**config.mk**
```make
export PLATFORM = sky130hd
export DESIGN_NAME = priority_round_robin_thread_scheduler
export DESIGN_NICKNAME = d
export VERILOG_FILES = /design/src/rtl/prts_pkg.sv /design/src/rtl/priority_round_robin_thread_scheduler.sv /design/src/rtl/prts_ram.sv /design/src/rtl/prts_ctrl.sv /design/src/rtl/prts_dp.sv
export VERILOG_INCLUDE_DIRS = /design/src /design/src/rtl
export SDC_FILE = /design/constraint.sdc
export NUM_CORES = 2
export LEC_CHECK = 0
export BUFFER_PORTS_ARGS = -buffer_cell sky130_fd_sc_hd__buf_2
export CELL_PAD_IN_SITES_DETAIL_PLACEMENT = 1
export CELL_PAD_IN_SITES_GLOBAL_PLACEMENT = 1
export CORE_ASPECT_RATIO = 2
export CORE_MARGIN = 4
export CORE_UTILIZATION = 49
export CTS_CLUSTER_DIAMETER = 30
export DETAILED_ROUTE_END_ITERATION = 16
export PLACE_DENSITY = 0.72
export RECOVER_POWER = 100
export SYNTH_ARGS = -nofsm -noshare
export SYNTH_HDL_FRONTEND = slang
export SYNTH_SLANG_ARGS = --single-unit
export TNS_END_PERCENT = 5
```
**constraint.sdc**
```tcl
create_clock -name i_clk -period 4.9 [get_ports i_clk]
set_input_delay 0 -clock i_clk [delete_from_list [all_inputs] [get_ports i_clk]]
set_output_delay 0 -clock i_clk [all_outputs]
set_load 0.01 [all_outputs]
```
**src/rtl/priority_round_robin_thread_scheduler_assert.svh**
```systemverilog
// ----------------------------------------------------------------------------
// Scheduler assertion macros
// Concurrent assertion wrappers; they compile away when SYNTHESIS is set.
// ----------------------------------------------------------------------------
`ifndef PRIORITY_ROUND_ROBIN_THREAD_SCHEDULER_ASSERT_SVH
`define PRIORITY_ROUND_ROBIN_THREAD_SCHEDULER_ASSERT_SVH
`ifndef SYNTHESIS
// assertion on an explicit clock and active-low reset
`define PRTS_ASSERT_CLK(lbl, clk, rst_n, prop, msg) \
    lbl: assert property (@(posedge clk) disable iff (!rst_n) prop) else $error(msg);
// assertion on the block clock and reset
`define PRTS_ASSERT(lbl, prop, msg) `PRTS_ASSERT_CLK(lbl, i_clk, i_rst_n, prop, msg)
`else
`define PRTS_ASSERT_CLK(lbl, clk, rst_n, prop, msg)
`define PRTS_ASSERT(lbl, prop, msg)
`endif
`endif

```
**src/rtl/prts_pkg.sv**
```systemverilog
// ----------------------------------------------------------------------------
// Scheduler package
// Word types, operation and status codes, and controller commands.
// ----------------------------------------------------------------------------
package prts_pkg;

    localparam int MAX_SLOTS_DEF = 16;

    // operation codes of the input word
    localparam logic [2:0] M_TICK     = 3'd0;
    localparam logic [2:0] M_SCHEDULE = 3'd1;
    localparam logic [2:0] M_ADD      = 3'd2;
    localparam logic [2:0] M_KILL_ID  = 3'd3;
    localparam logic [2:0] M_KILL_SELF= 3'd4;
    localparam logic [2:0] M_SLEEP    = 3'd5;
    localparam logic [2:0] M_BLOCK    = 3'd6;
    localparam logic [2:0] M_LAUNCH   = 3'd7;

    // status codes of the result word
    localparam logic [1:0] ST_OK       = 2'd0;
    localparam logic [1:0] ST_LIMIT    = 2'd1;
    localparam logic [1:0] ST_LAST     = 2'd2;
    localparam logic [1:0] ST_NO_THREAD= 2'd3;

    // datapath commands
    localparam logic [4:0] C_NOP        = 5'd0;
    localparam logic [4:0] C_LOAD       = 5'd1;
    localparam logic [4:0] C_ERR        = 5'd2;
    localparam logic [4:0] C_TICK_EV    = 5'd3;
    localparam logic [4:0] C_SKIP       = 5'd4;
    localparam logic [4:0] C_SCHED_EV   = 5'd5;
    localparam logic [4:0] C_SCHED_END  = 5'd6;
    localparam logic [4:0] C_ADD_LINK   = 5'd7;
    localparam logic [4:0] C_ADD_FIN    = 5'd8;
    localparam logic [4:0] C_FIND_EV    = 5'd9;
    localparam logic [4:0] C_SELF_EV    = 5'd10;
    localparam logic [4:0] C_UNLINK1    = 5'd11;
    localparam logic [4:0] C_UNLINK2    = 5'd12;
    localparam logic [4:0] C_SLEEP_EV   = 5'd13;
    localparam logic [4:0] C_BLOCK      = 5'd14;
    localparam logic [4:0] C_LAUNCH_EV  = 5'd15;
    localparam logic [4:0] C_LAUNCH_END = 5'd16;
    localparam logic [4:0] C_FIN_SEL    = 5'd17;
    localparam logic [4:0] C_OUT        = 5'd18;

    typedef struct packed {
        logic [2:0]  mode;
        logic [7:0]  priority_req;
        logic [15:0] target_id;
        logic [31:0] sleep_ms;
        logic        blocked_value;
    } t_in_word;

    typedef struct packed {
        logic [3:0]  running_slot;
        logic [15:0] running_id;
        logic [1:0]  status;
        logic [4:0]  thread_count;
        logic [15:0] assigned_id;
        logic        switch_request;
        logic        none_ready;
        logic [31:0] time_now;
    } t_out_word;

    typedef struct packed {
        logic [4:0] op;
        logic [1:0] err;
    } t_dp_cmd;

    typedef struct packed {
        logic [2:0] mode;
        logic       live_zero;
        logic       live_le1;
        logic       live_full;
        logic       cur_alive;
        logic       last_idx;
        logic       walk_done;
        logic       hit;
    } t_dp_stat;

endpackage

```
**src/rtl/priority_round_robin_thread_scheduler.sv**
```systemverilog
// ----------------------------------------------------------------------------
// Priority round-robin thread scheduler
// Thread table over a ring of slots: add, kill, sleep, block, tick, schedule.
// ----------------------------------------------------------------------------
// channel   ports                    word        handshake
// command   start, busy, i_item      t_in_word   taken when start & !busy
// result    o_valid, o_result        t_out_word  one-cycle strobe, no stall
//
// One word at a time. The walk over the slot RAMs reads each slot, then
// evaluates it; busy stays high while the walk runs, and the strobe comes
// in the cycle in which busy drops: tick and launch visit every slot,
// schedule and id lookups visit the live ring. The result strobes while
// the next word may be taken.
// Reset clears flags and counters at once; the slot RAMs need no clearing.
// ----------------------------------------------------------------------------
`include "priority_round_robin_thread_scheduler_assert.svh"

module priority_round_robin_thread_scheduler #(
    parameter int MAX_SLOTS = prts_pkg::MAX_SLOTS_DEF
) (
    input  logic                i_clk,
    input  logic                i_rst_n,
    input  logic                start,
    output logic                busy,
    input  prts_pkg::t_in_word  i_item,
    output logic                o_valid,
    output prts_pkg::t_out_word o_result
);
    import prts_pkg::*;

    t_dp_cmd  cmd;
    t_dp_stat stat;

    prts_ctrl u_ctrl (
        .i_clk   (i_clk),
        .i_rst_n (i_rst_n),
        .start   (start),
        .busy    (busy),
        .i_stat  (stat),
        .o_cmd   (cmd)
    );

    prts_dp #(.MAX_SLOTS(MAX_SLOTS)) u_dp (
        .i_clk    (i_clk),
        .i_rst_n  (i_rst_n),
        .i_item   (i_item),
        .i_cmd    (cmd),
        .o_stat   (stat),
        .o_valid  (o_valid),
        .o_result (o_result)
    );

    // an accepted word keeps the controller busy
    `PRTS_ASSERT(a_accept_busy, (start && !busy) |=> busy, "word accepted but not busy")
    // one result word per operation, never two in a row
    `PRTS_ASSERT(a_single_strobe, o_valid |=> !o_valid, "result strobe held")
    // a result only follows a busy cycle
    `PRTS_ASSERT(a_strobe_after_busy, o_valid |-> $past(busy), "result without operation")
    // failed operations hand out no id
    `PRTS_ASSERT(a_fail_no_id, (o_valid && (o_result.status != ST_OK)) |->
        (o_result.assigned_id == 16'd0), "id assigned on failure")

endmodule

```
**src/rtl/prts_ram.sv**
```systemverilog
// ----------------------------------------------------------------------------
// Generic RAM
// One write port, one read port with registered read data.
// ----------------------------------------------------------------------------
module prts_ram #(
    parameter int WIDTH = 8,
    parameter int DEPTH = 16
) (
    input  logic                     i_clk,
    input  logic                     i_we,
    input  logic [$clog2(DEPTH)-1:0] i_waddr,
    input  logic [WIDTH-1:0]         i_wdata,
    input  logic [$clog2(DEPTH)-1:0] i_raddr,
    output logic [WIDTH-1:0]         o_rdata
);

    logic [WIDTH-1:0] r_mem [DEPTH];
    logic [WIDTH-1:0] r_rdata;

    always_ff @(posedge i_clk) begin
        if (i_we) begin
            r_mem[i_waddr] <= i_wdata;
        end
        r_rdata <= r_mem[i_raddr];
    end

    assign o_rdata = r_rdata;

endmodule

```
**src/rtl/prts_ctrl.sv**
```systemverilog
// ----------------------------------------------------------------------------
// Scheduler controller
// Sequences one operation at a time as commands to the datapath.
// ----------------------------------------------------------------------------
module prts_ctrl (
    input  logic               i_clk,
    input  logic               i_rst_n,
    input  logic               start,
    output logic               busy,
    input  prts_pkg::t_dp_stat i_stat,
    output prts_pkg::t_dp_cmd  o_cmd
);
    import prts_pkg::*;

    localparam logic [3:0] S_IDLE  = 4'd0;
    localparam logic [3:0] S_DISP  = 4'd1;
    localparam logic [3:0] S_WAIT  = 4'd2;
    localparam logic [3:0] S_EV    = 4'd3;
    localparam logic [3:0] S_SKIPW = 4'd4;
    localparam logic [3:0] S_SKIP  = 4'd5;
    localparam logic [3:0] S_ADD2  = 4'd6;
    localparam logic [3:0] S_UNL1  = 4'd7;
    localparam logic [3:0] S_UNL2  = 4'd8;
    localparam logic [3:0] S_BLK   = 4'd9;
    localparam logic [3:0] S_END   = 4'd10;
    localparam logic [3:0] S_FSEL  = 4'd11;
    localparam logic [3:0] S_FWAIT = 4'd12;
    localparam logic [3:0] S_OUT   = 4'd13;

    logic [3:0] r_state;
    logic [3:0] n_state;

    // next state and command
    always_comb begin
        n_state   = r_state;
        o_cmd.op  = C_NOP;
        o_cmd.err = ST_OK;
        case (r_state)
            S_IDLE: begin
                if (start) begin
                    o_cmd.op = C_LOAD;
                    n_state  = S_DISP;
                end
            end
            S_DISP: begin
                n_state = S_WAIT;
                case (i_stat.mode)
                    M_SCHEDULE: begin
                        if (i_stat.live_zero) begin
                            n_state = S_END;
                        end else if (i_stat.cur_alive) begin
                            n_state = S_SKIPW;
                        end
                    end
                    M_ADD: begin
                        if (i_stat.live_full) begin
                            o_cmd.op  = C_ERR;
                            o_cmd.err = ST_LIMIT;
                            n_state   = S_FSEL;
                        end
                    end
                    M_KILL_ID: begin
                        if (i_stat.live_le1) begin
                            o_cmd.op  = C_ERR;
                            o_cmd.err = ST_LAST;
                            n_state   = S_FSEL;
                        end
                    end
                    M_KILL_SELF: begin
                        if (i_stat.live_le1) begin
                            o_cmd.op  = C_ERR;
                            o_cmd.err = ST_LAST;
                            n_state   = S_FSEL;
                        end else if (!i_stat.cur_alive) begin
                            o_cmd.op  = C_ERR;
                            o_cmd.err = ST_NO_THREAD;
                            n_state   = S_FSEL;
                        end
                    end
                    M_SLEEP: begin
                        if (!i_stat.cur_alive) begin
                            o_cmd.op  = C_ERR;
                            o_cmd.err = ST_NO_THREAD;
                            n_state   = S_FSEL;
                        end
                    end
                    M_BLOCK: begin
                        if (i_stat.live_zero) begin
                            o_cmd.op  = C_ERR;
                            o_cmd.err = ST_NO_THREAD;
                            n_state   = S_FSEL;
                        end
                    end
                    default: begin
                        n_state = S_WAIT;
                    end
                endcase
            end
            S_WAIT: begin
                n_state = S_EV;
            end
            S_SKIPW: begin
                n_state = S_SKIP;
            end
            S_SKIP: begin
                o_cmd.op = C_SKIP;
                n_state  = S_WAIT;
            end
            // slot data for r_p is valid here
            S_EV: begin
                case (i_stat.mode)
                    M_TICK: begin
                        o_cmd.op = C_TICK_EV;
                        n_state  = i_stat.last_idx ? S_FSEL : S_WAIT;
                    end
                    M_SCHEDULE: begin
                        o_cmd.op = C_SCHED_EV;
                        n_state  = i_stat.walk_done ? S_END : S_WAIT;
                    end
                    M_ADD: begin
                        o_cmd.op = C_ADD_LINK;
                        n_state  = S_ADD2;
                    end
                    M_KILL_ID: begin
                        o_cmd.op = C_FIND_EV;
                        if (i_stat.hit) begin
                            n_state = S_UNL1;
                        end else begin
                            n_state = i_stat.walk_done ? S_END : S_WAIT;
                        end
                    end
                    M_KILL_SELF: begin
                        o_cmd.op = C_SELF_EV;
                        n_state  = S_UNL1;
                    end
                    M_SLEEP: begin
                        o_cmd.op = C_SLEEP_EV;
                        n_state  = S_FSEL;
                    end
                    M_BLOCK: begin
                        o_cmd.op = C_FIND_EV;
                        if (i_stat.hit) begin
                            n_state = S_BLK;
                        end else begin
                            n_state = i_stat.walk_done ? S_END : S_WAIT;
                        end
                    end
                    default: begin
                        o_cmd.op = C_LAUNCH_EV;
                        n_state  = i_stat.last_idx ? S_END : S_WAIT;
                    end
                endcase
            end
            S_ADD2: begin
                o_cmd.op = C_ADD_FIN;
                n_state  = S_FSEL;
            end
            S_UNL1: begin
                o_cmd.op = C_UNLINK1;
                n_state  = S_UNL2;
            end
            S_UNL2: begin
                o_cmd.op = C_UNLINK2;
                n_state  = S_FSEL;
            end
            S_BLK: begin
                o_cmd.op = C_BLOCK;
                n_state  = S_FSEL;
            end
            S_END: begin
                n_state = S_FSEL;
                case (i_stat.mode)
                    M_SCHEDULE: o_cmd.op = C_SCHED_END;
                    M_LAUNCH:   o_cmd.op = C_LAUNCH_END;
                    default: begin
                        o_cmd.op  = C_ERR;
                        o_cmd.err = ST_NO_THREAD;
                    end
                endcase
            end
            S_FSEL: begin
                o_cmd.op = C_FIN_SEL;
                n_state  = S_FWAIT;
            end
            S_FWAIT: begin
                n_state = S_OUT;
            end
            S_OUT: begin
                o_cmd.op = C_OUT;
                n_state  = S_IDLE;
            end
            default: begin
                n_state = S_IDLE;
            end
        endcase
    end

    always_ff @(posedge i_clk) begin
        if (!i_rst_n) begin
            r_state <= S_IDLE;
        end else begin
            r_state <= n_state;
        end
    end

    assign busy = (r_state != S_IDLE);

endmodule

```
**src/rtl/prts_dp.sv**
```systemverilog
// ----------------------------------------------------------------------------
// Scheduler datapath
// Slot RAMs, slot flags, walk pointer and scheduler registers.
// ----------------------------------------------------------------------------
module prts_dp #(
    parameter int MAX_SLOTS = prts_pkg::MAX_SLOTS_DEF
) (
    input  logic                i_clk,
    input  logic                i_rst_n,
    input  prts_pkg::t_in_word  i_item,
    input  prts_pkg::t_dp_cmd   i_cmd,
    output prts_pkg::t_dp_stat  o_stat,
    output logic                o_valid,
    output prts_pkg::t_out_word o_result
);
    import prts_pkg::*;

    localparam int SW = $clog2(MAX_SLOTS);
    localparam int LW = $clog2(MAX_SLOTS + 1);

    // input word and flags
    t_in_word             r_in;
    logic [MAX_SLOTS-1:0] r_alive, r_asleep, r_blocked;
    logic [SW-1:0]        r_cur, r_ads;
    logic [LW-1:0]        r_live;
    logic [15:0]          r_idc;
    logic [31:0]          r_time;

    // walk registers
    logic [SW-1:0] r_p, r_k, r_n, r_pv, r_best_slot;
    logic [7:0]    r_best;
    logic          r_found;
    logic [LW-1:0] r_i;

    // result registers
    logic [1:0]  r_status;
    logic        r_sw, r_none;
    logic [15:0] r_assigned;
    logic        r_valid;
    t_out_word   r_res;

    // RAM ports
    logic          nx_we, pv_we, pr_we, wk_we, id_we;
    logic [SW-1:0] nx_wa, pv_wa, pr_wa, wk_wa, id_wa;
    logic [SW-1:0] nx_wd, pv_wd;
    logic [7:0]    pr_wd;
    logic [31:0]   wk_wd;
    logic [15:0]   id_wd;
    logic [SW-1:0] next_q, prev_q;
    logic [7:0]    prio_q;
    logic [31:0]   wake_q;
    logic [15:0]   id_q;

    logic [SW-1:0] free_slot, anchor;
    logic          cur_alive, live_zero, p_ready, hit;

    prts_ram #(.WIDTH(SW), .DEPTH(MAX_SLOTS)) u_next (
        .i_clk(i_clk), .i_we(nx_we), .i_waddr(nx_wa), .i_wdata(nx_wd),
        .i_raddr(r_p), .o_rdata(next_q)
    );
    prts_ram #(.WIDTH(SW), .DEPTH(MAX_SLOTS)) u_prev (
        .i_clk(i_clk), .i_we(pv_we), .i_waddr(pv_wa), .i_wdata(pv_wd),
        .i_raddr(r_p), .o_rdata(prev_q)
    );
    prts_ram #(.WIDTH(8), .DEPTH(MAX_SLOTS)) u_prio (
        .i_clk(i_clk), .i_we(pr_we), .i_waddr(pr_wa), .i_wdata(pr_wd),
        .i_raddr(r_p), .o_rdata(prio_q)
    );
    prts_ram #(.WIDTH(32), .DEPTH(MAX_SLOTS)) u_wake (
        .i_clk(i_clk), .i_we(wk_we), .i_waddr(wk_wa), .i_wdata(wk_wd),
        .i_raddr(r_p), .o_rdata(wake_q)
    );
    prts_ram #(.WIDTH(16), .DEPTH(MAX_SLOTS)) u_id (
        .i_clk(i_clk), .i_we(id_we), .i_waddr(id_wa), .i_wdata(id_wd),
        .i_raddr(r_p), .o_rdata(id_q)
    );

    // lowest free slot
    always_comb begin
        free_slot = '0;
        for (int j = MAX_SLOTS - 1; j >= 0; j--) begin
            if (!r_alive[j]) begin
                free_slot = SW'(j);
            end
        end
    end

    assign cur_alive = r_alive[r_cur];
    assign anchor    = cur_alive ? r_cur : r_ads;
    assign live_zero = (r_live == '0);
    assign p_ready   = r_alive[r_p] & ~r_asleep[r_p] & ~r_blocked[r_p];
    assign hit       = r_alive[r_p] && (id_q == r_in.target_id);

    // status to controller
    always_comb begin
        o_stat.mode      = r_in.mode;
        o_stat.live_zero = live_zero;
        o_stat.live_le1  = (r_live <= LW'(1));
        o_stat.live_full = (r_live >= LW'(MAX_SLOTS));
        o_stat.cur_alive = cur_alive;
        o_stat.last_idx  = (r_p == SW'(MAX_SLOTS - 1));
        o_stat.walk_done = (LW'(r_i + 1'b1) == r_live);
        o_stat.hit       = hit;
    end

    // RAM writes
    always_comb begin
        nx_we = 1'b0; nx_wa = r_k; nx_wd = r_k;
        pv_we = 1'b0; pv_wa = r_k; pv_wd = r_k;
        pr_we = 1'b0; pr_wa = r_k; pr_wd = r_in.priority_req;
        wk_we = 1'b0; wk_wa = r_p; wk_wd = r_time + r_in.sleep_ms;
        id_we = 1'b0; id_wa = r_k; id_wd = r_idc;
        case (i_cmd.op)
            C_ADD_LINK: begin
                nx_we = 1'b1;
                nx_wd = live_zero ? r_k : r_p;
                pv_we = 1'b1;
                pv_wd = live_zero ? r_k : prev_q;
            end
            C_ADD_FIN: begin
                nx_we = !live_zero;
                nx_wa = r_pv;
                pv_we = !live_zero;
                pv_wa = r_p;
                pr_we = 1'b1;
                id_we = 1'b1;
            end
            C_UNLINK1: begin
                nx_we = 1'b1;
                nx_wa = r_pv;
                nx_wd = r_n;
                pv_we = 1'b1;
                pv_wa = r_n;
                pv_wd = r_pv;
            end
            C_UNLINK2: begin
                nx_we = 1'b1;
                pv_we = 1'b1;
            end
            C_SLEEP_EV: begin
                wk_we = 1'b1;
            end
            default: begin
                nx_we = 1'b0;
            end
        endcase
    end

    // control registers
    always_ff @(posedge i_clk) begin
        if (!i_rst_n) begin
            r_alive   <= '0;
            r_asleep  <= '0;
            r_blocked <= '0;
            r_cur     <= '0;
            r_ads     <= '0;
            r_live    <= '0;
            r_idc     <= '0;
            r_time    <= '0;
            r_valid   <= 1'b0;
        end else begin
            r_valid <= (i_cmd.op == C_OUT);
            case (i_cmd.op)
                C_LOAD: begin
                    if (i_item.mode == M_TICK) begin
                        r_time <= r_time + 32'd1;
                    end
                end
                C_TICK_EV: begin
                    if (r_alive[r_p] && r_asleep[r_p] && (wake_q == r_time)) begin
                        r_asleep[r_p] <= 1'b0;
                    end
                end
                C_SCHED_END: begin
                    if (r_found) begin
                        r_cur <= r_best_slot;
                    end
                end
                C_ADD_FIN: begin
                    r_alive[r_k]   <= 1'b1;
                    r_asleep[r_k]  <= 1'b0;
                    r_blocked[r_k] <= 1'b0;
                    r_idc          <= r_idc + 16'd1;
                    r_live         <= r_live + LW'(1);
                end
                C_UNLINK1: begin
                    if ((r_k == r_cur) || (!cur_alive && (r_k == r_ads))) begin
                        r_ads <= r_n;
                    end
                    r_alive[r_k] <= 1'b0;
                    r_live       <= r_live - LW'(1);
                end
                C_SLEEP_EV: begin
                    r_asleep[r_p] <= 1'b1;
                    r_ads         <= next_q;
                end
                C_BLOCK: begin
                    r_blocked[r_k] <= r_in.blocked_value;
                end
                C_LAUNCH_END: begin
                    r_cur <= r_found ? r_best_slot : '0;
                end
                default: begin
                end
            endcase
        end
    end

    // walk and result registers
    always_ff @(posedge i_clk) begin
        case (i_cmd.op)
            C_LOAD: begin
                r_in       <= i_item;
                r_k        <= free_slot;
                r_p        <= ((i_item.mode == M_TICK) || (i_item.mode == M_LAUNCH)) ?
                              '0 : anchor;
                r_i        <= '0;
                r_found    <= 1'b0;
                r_status   <= ST_OK;
                r_sw       <= (i_item.mode == M_TICK);
                r_none     <= 1'b0;
                r_assigned <= '0;
            end
            C_ERR: begin
                r_status <= i_cmd.err;
            end
            C_TICK_EV, C_LAUNCH_EV: begin
                if ((i_cmd.op == C_LAUNCH_EV) && r_alive[r_p] &&
                    (!r_found || (prio_q < r_best))) begin
                    r_best      <= prio_q;
                    r_best_slot <= r_p;
                    r_found     <= 1'b1;
                end
                r_p <= r_p + SW'(1);
            end
            C_SKIP: begin
                r_p <= next_q;
            end
            C_SCHED_EV: begin
                if (p_ready && (!r_found || (prio_q < r_best))) begin
                    r_best      <= prio_q;
                    r_best_slot <= r_p;
                    r_found     <= 1'b1;
                end
                r_p <= next_q;
                r_i <= r_i + LW'(1);
            end
            C_SCHED_END: begin
                r_none <= !r_found;
            end
            C_ADD_LINK: begin
                r_pv <= prev_q;
            end
            C_ADD_FIN: begin
                r_assigned <= r_idc;
            end
            C_FIND_EV, C_SELF_EV: begin
                if (hit || (i_cmd.op == C_SELF_EV)) begin
                    r_k  <= r_p;
                    r_n  <= next_q;
                    r_pv <= prev_q;
                end else begin
                    r_p <= next_q;
                    r_i <= r_i + LW'(1);
                end
            end
            C_UNLINK1: begin
                r_sw <= (r_k == r_cur);
            end
            C_SLEEP_EV: begin
                r_sw <= 1'b1;
            end
            C_FIN_SEL: begin
                r_p <= r_cur;
            end
            C_OUT: begin
                r_res.running_slot   <= 4'(r_cur);
                r_res.running_id     <= cur_alive ? id_q : 16'd0;
                r_res.status         <= r_status;
                r_res.thread_count   <= 5'(r_live);
                r_res.assigned_id    <= r_assigned;
                r_res.switch_request <= r_sw;
                r_res.none_ready     <= r_none;
                r_res.time_now       <= r_time;
            end
            default: begin
                r_p <= r_p;
            end
        endcase
    end

    assign o_valid  = r_valid;
    assign o_result = r_res;

endmodule

```
# --- Word-level counts from Yosys, hierarchy flattened ---
# Memories as Yosys holds them, arrays and structs flattened. A register that Yosys moved wholly into a read port is not among the register bits.
# Cells that the tools add are included.
word_totals:
  ram_bits: 1024
  in_bits: 63
  elab_cells: 280
  reg_bits: 305
  n_memories: 5
  output_inout_bits: 79
memory_table:
  columns: ["memory", "depth", "word_bits", "read_ports", "rd_ports_with_merged_regs", "wr", "line", "rtl"]
  rows:
  - ["u_dp.u_wake.r_mem", 16, 32, 1, 1, 1, "prts_ram.sv:17", "logic [WIDTH-1:0] r_mem [DEPTH];"]
  - ["u_dp.u_id.r_mem", 16, 16, 1, 1, 1, "prts_ram.sv:17", null]
  - ["u_dp.u_prio.r_mem", 16, 8, 1, 1, 1, "prts_ram.sv:17", null]
  - ["u_dp.u_next.r_mem", 16, 4, 1, 1, 1, "prts_ram.sv:17", null]
  - ["u_dp.u_prev.r_mem", 16, 4, 1, 1, 1, "prts_ram.sv:17", null]
op_classes:
  reduce_logical: 55
  eq_ne: 53
  n_addsub: 7
  magnitude_cmp: 8
  bitwise: 12
  muxes: 105
op_table:
  columns: ["operator", "n"]
  rows:
  - ["two-way mux 4 bit", 45]
  - ["case mux 16 bit (2 select lines)", 3]
  - ["bitwise AND 16 bit", 4]
  - ["case mux 4 bit (2 select lines)", 8]
  - ["case mux 5 bit (11 select lines)", 1]
  - ["case mux 16 bit (3 select lines)", 1]
  - ["case mux 4 bit (6 select lines)", 2]
  - ["== test 5 x 4 -> 1 bit (second input constant)", 8]
  - ["case mux 4 bit (10 select lines)", 1]
  - ["case mux 7 bit (5 select lines)", 1]
  - ["adder 32 x 1 -> 32 bit (second input constant)", 1]
  - ["adder 32 bit", 1]
  - ["== test 32 bit", 1]
  - ["NOT 16 bit", 2]
  - ["bitwise OR 16 bit", 2]
  - ["== test 4 bit (second input constant)", 7]
  - ["case mux 4 bit (7 select lines)", 1]
  - ["== test 5 x 3 -> 1 bit (second input constant)", 4]
  - ["case mux 4 bit (5 select lines)", 1]
  - ["case mux 5 bit (2 select lines)", 2]
  - ["nonzero test 2 bit", 10]
  - ["AND reduction 2 bit", 9]
  - ["two-way mux 1 bit", 17]
  - ["adder 16 x 1 -> 16 bit (second input constant)", 1]
  - ["51 further kinds", 107]

# --- Depth between registers and ports, before layout ---
depth:
  depth_word: 17
  mapped_depth: 12
  depth_no_buf: 12

# --- By module ---
# From an unflattened synthesis, not the netlist that was laid out.
unflattened:
  hier_cells: 3309
  hier_area_um2: 56518.0
by_module_without_submodules:
  columns: ["module", "area_each_um2", "instances", "cells_per_inst", "seq_area_each_um2"]
  rows:
  - ["prts_ram (u_dp.u_wake)", 19835.3, 1, 838, 16015.4]
  - ["prts_dp", 15333.5, 1, 1435, 7937.6]
  - ["prts_ram (u_dp.u_id)", 10043.4, 1, 432, 8007.7]
  - ["prts_ram (u_dp.u_next ...)", 2666.3, 2, 130, 2001.9]
  - ["prts_ram (u_dp.u_prio)", 5147.4, 1, 229, 4003.8]
  - ["prts_ctrl", 825.8, 1, 115, 80.1]

# --- Least setup slack after synthesis ---
# OpenSTA, ideal clock, no wires.
synth_timing:
  path_kind: "register to register"
  start: "register u_dp.r_in (netlist bit u_dp.o_stat[7])"
  end: "memory u_dp.u_wake.r_mem[1][0] (enable)"
  n_path_buf: 4
  slack_ns: -0.231
  path_stages_with_launch: 13
  required_ns: 4.439
  synth_period_minus_slack_ns: 5.131
  arrival_ns: 4.670
  setup_ns: 0.461
  path_cell_list: "edfxtp_1 -> buf_6 -> and3_1 -> buf_2 -> nor3_2 -> o22ai_1 -> or4_4 -> o21a_4 -> nor4_4 -> buf_4 -> buf_6 -> nand2_1 -> nor3_1"
synth_between:
  elab_chain_cells: 8
  word_cells_on_any_way: 17
  cone_classes: "8 x eq/ne; 7 x mux; 2 x reduce/logical"
synth_lines:
  columns: ["element", "line", "rtl"]
  rows:
  - ["start: declaration", "prts_dp.sv:22", "t_in_word r_in;"]
  - ["start signal: assignment", "prts_dp.sv:213", "r_in <= i_item;"]
  - ["== test 3 x 2 -> 1 bit or == test 3 bit (tied branches)", "prts_ctrl.sv:47, prts_ctrl.sv:111", null]
  - ["OR reduction 2 bit (no source line)", null, null]
  - ["case mux 4 bit (6 select lines)", "prts_ctrl.sv:111", "case (i_stat.mode)"]
  - ["case mux 5 bit (11 select lines) *", "prts_ctrl.sv:38", "case (r_state)"]
  - ["== test 5 x 4 -> 1 bit *", "prts_dp.sv:113", "case (i_cmd.op)"]
  - ["two-way mux 1 bit *", "prts_dp.sv:113", null]
  - ["two-way mux 1 bit *", "prts_ram.sv:21", "if (i_we) begin"]
  - ["two-way mux 1 bit (implied by the code) *", "prts_ram.sv:22", "r_mem[i_waddr] <= i_wdata;"]
  - ["end: declaration", "prts_ram.sv:17", null]
# Mark *: on every way between the ends. The rest lies on a longest branch, timed or not.

==> results.ini <==
[critical_path]
rr_startpoint=u_dp.r_p[1]
worst_ep_arrival_time_ps=5290
worstPathMaxFanout=61
worstSetupPathType=reg -> reg
start_kind=flip-flop
required_ps=5510
end_kind=flip-flop
critPathLaunch=u_dp.r_p[1]

[floorplanning]
ios=142
die_y_um=483
fp.dieW_um=246
die_area_um2=119000
rows=174
core_area_um2=112000
initial_core_util_pct=49.3

[sta]
fmax_mhz=213
rsz0062_at_grt=false
final_hold_viol_count=0
finalCritPeriodShare_pct=95.7
post-route-min-period_ps=4690
slew_headroom_pct=-93.6
drv_slew=449
setup_ws_ps=213
setup_viol=0
tightestPinTransition_ps=2900
clock_skew_ps=33.7

[min_path]
hold_class=in -> reg
hp-start=i_item[57]

[synthesis]
synth_common_cells=edfxtp_1, mux4_2, dfxtp_1, nor2_1, nand2_1
yosysMostFrequentCell=edfxtp_1
yosys_warnings=0
synth.cell_area_um2=55400
netlist.area_leader.share_pct=65.9
synthCells=2976
synth-seq-cells=1393
synth_top_area_cell=edfxtp_1
avgSynthCellArea_um2=18.6
synth_edf_count=1215
synth-async-reset-ratio_pct=0
syn_nets=3089
yosysSeqAreaShare_pct=72.3
synthTopCellsByArea=edfxtp_1, mux4_2, dfxtp_1
synth.distinct_cells=84
synthFlopType=edfxtp_1

[route]
wire_per_inst_um=29.6
drc=0
detailedRoute.firstIterationViolations=2216
via_per_inst=5.95
drt-pass1-iter-count=5
vias=29700
wl_um=148000
postRouteAntennaNets=0

[power]
vdd_drop_max_mv=0.439
power-per-cell-area_nw_per_um2=521
leakage_uw=0.0216

[placement]
dpl.cell_count=4572
io_buffers=141
dp_hpwl_um=95100
gp_congestion=0.878
place_ws_ps=489

[cts]
htree_levels=4
cts_tree=yes
cts_buffers=155
cts_resized=0
clock_path_buffers=3
cts-root-buf=clkbuf_16
clkSinkCount=1393
clkTransAtPathRegs_ps=60
clk_latency_ps=770

[global_route]
grt_pass1_wl_um=219000
antenna_found_initial=1
grt-ovfl-total=0
grt_start_max_net_pins=99
grt_pass1_vias=33300
grt.total_usage_pct=25.2

[layout]
fin_nets=3467
layout-drive-gt1-share_pct=22.1
finalNonFillerCells=4986
area_growth_pct=16.3

[outcome]
status=complete, but fails checks
violations=max-capacitance violations, max-slew violations

[job]
cap_violations=15

-- metal layers --
layer / wire (um) / up-vias / GRT usage (%)
met5: 0 / - / 0
met4: 6880 / 0 / 10.7
met3: 6570 / 316 / 3.82
met2: 83700 / 964 / 48.0
met1: 50600 / 15700 / 27.5
li1: - / 12700 / -
-- kinds of logic (layout without fill, tap and decap cells) --
family / after synthesis / count (layout) / share of synthesized area [%]
DFF: 1393 / 1393 / 72.3
AOI/OAI and AO/OA: 325 / 325 / 4.03
muxes: 346 / 346 / 13.9
and+or+nand+nor: 529 / 529 / 4.95
other: 0 / 1 / 0
adders and majority gates: 50 / 50 / 1.14
xor gates and xnor gates: 141 / 141 / 2.24
buffers and inverters: 192 / 705 / 1.37
-- cell usage in the layout (no fill, tap or decap), types with 12 or more instances in the layout --
| master | instances |
|---|---|
| dlygate4sd3_1 | 120 |
| and2_0 | 66 |
| nand4_1 | 21 |
| nor2b_1 | 19 |
| nand2_1 | 113 |
| nand2b_1 | 20 |
| and3_1 | 23 |
| a21o_1 | 23 |
| nand3_1 | 56 |
| xnor2_1 | 90 |
| a21boi_0 | 14 |
| clkinvlp_4 | 18 |
| edfxtp_1 | 1215 |
| and2_1 | 21 |
| clkinv_8 | 13 |
| nor2_1 | 98 |
| clkbuf_16 | 159 |
| dfxtp_1 | 178 |
| clkbuf_1 | 144 |
| o21ai_0 | 91 |
| a211oi_1 | 23 |
| clkbuf_2 | 28 |
| o221a_2 | 16 |
| ha_1 | 49 |
| nor3_1 | 19 |
| a31oi_1 | 23 |
| clkinv_2 | 12 |
| a21oi_1 | 52 |
| buf_4 | 22 |
| inv_6 | 26 |
| mux4_2 | 339 |
| inv_1 | 58 |
| buf_2 | 50 |
| nor2_2 | 16 |
| xor2_1 | 50 |
-- power by group --
part	internal, uW	total (uW)	switching (uW)
logic	3170	7290	4120
clock network	6730	11800	5030
registers	13900	14500	529
-- sequential cells by signal (all words and copies together) (netlist names), 16 cells and up, named ones only --
register	count
u_dp.u_wake.r_mem	512
u_dp.r_assigned	16
u_dp.u_next.r_mem	64
u_dp.u_id.r_mem	256
u_dp.r_in	49
u_dp.r_blocked	16
u_dp.u_id.o_rdata	16
u_dp.r_asleep	16
u_dp.u_prev.r_mem	64
u_dp.id_wd	16
u_dp.u_prio.r_mem	128
u_dp.r_time	32
u_dp.u_wake.o_rdata	32
u_dp.o_result	77
-- what timing repair did --
action	in CTS	in global routing
setup buffers	0	0
hold buffers	120	0
hold endpoints to repair	130	0
-- critical path, stage by stage, from the launching register on --
cell,delay (ps)
edfxtp_1,660
clkbuf_1,1860
buf_4,990
mux4_2,420
mux4_2,530
-- final timing paths --
check                                end  slack [ps]  cells after the start
setup / recovery  u_dp.u_prio.o_rdata[3]         210                      4
hold / removal            u_dp.o_stat[7]         250                      2
setup reg to reg  u_dp.u_prio.o_rdata[3]         210                      4
hold reg to reg        u_dp.o_result[49]         420                      0
-- per-stage QoR --
| stage | util [%] | hold WS [ps] | setup TNS [ps] | total power, uW | cell area [um2] |
|---|---|---|---|---|---|
| floorplan | - | 98.9 | -21960 | 19600 | 55400 |
| global placement | 52.0 | 176 | 0 | 21800 | 58500 |
| detailed placement | 52.0 | 178 | 0 | 22000 | 58500 |
| CTS | 57.8 | 60.7 | 0 | 33900 | 65000 |
| global route | 57.3 | 213 | 0 | 34900 | 64400 |
| finish | 57.3 | 245 | 0 | 33500 | 64400 |
-- layout make-up --
type                       count  area [um2]
clock buffer                 186        4190
multi-input combinational   1391       14600
tap                         1496        1870
timing repair buffer         354        2320
sequential                  1393       40000
antenna                        1        2.50
inverter                      59         223
fill                        9981       47900
clock inverter               106        1140
No activity file was read; power rests on OpenSTA's default activity.
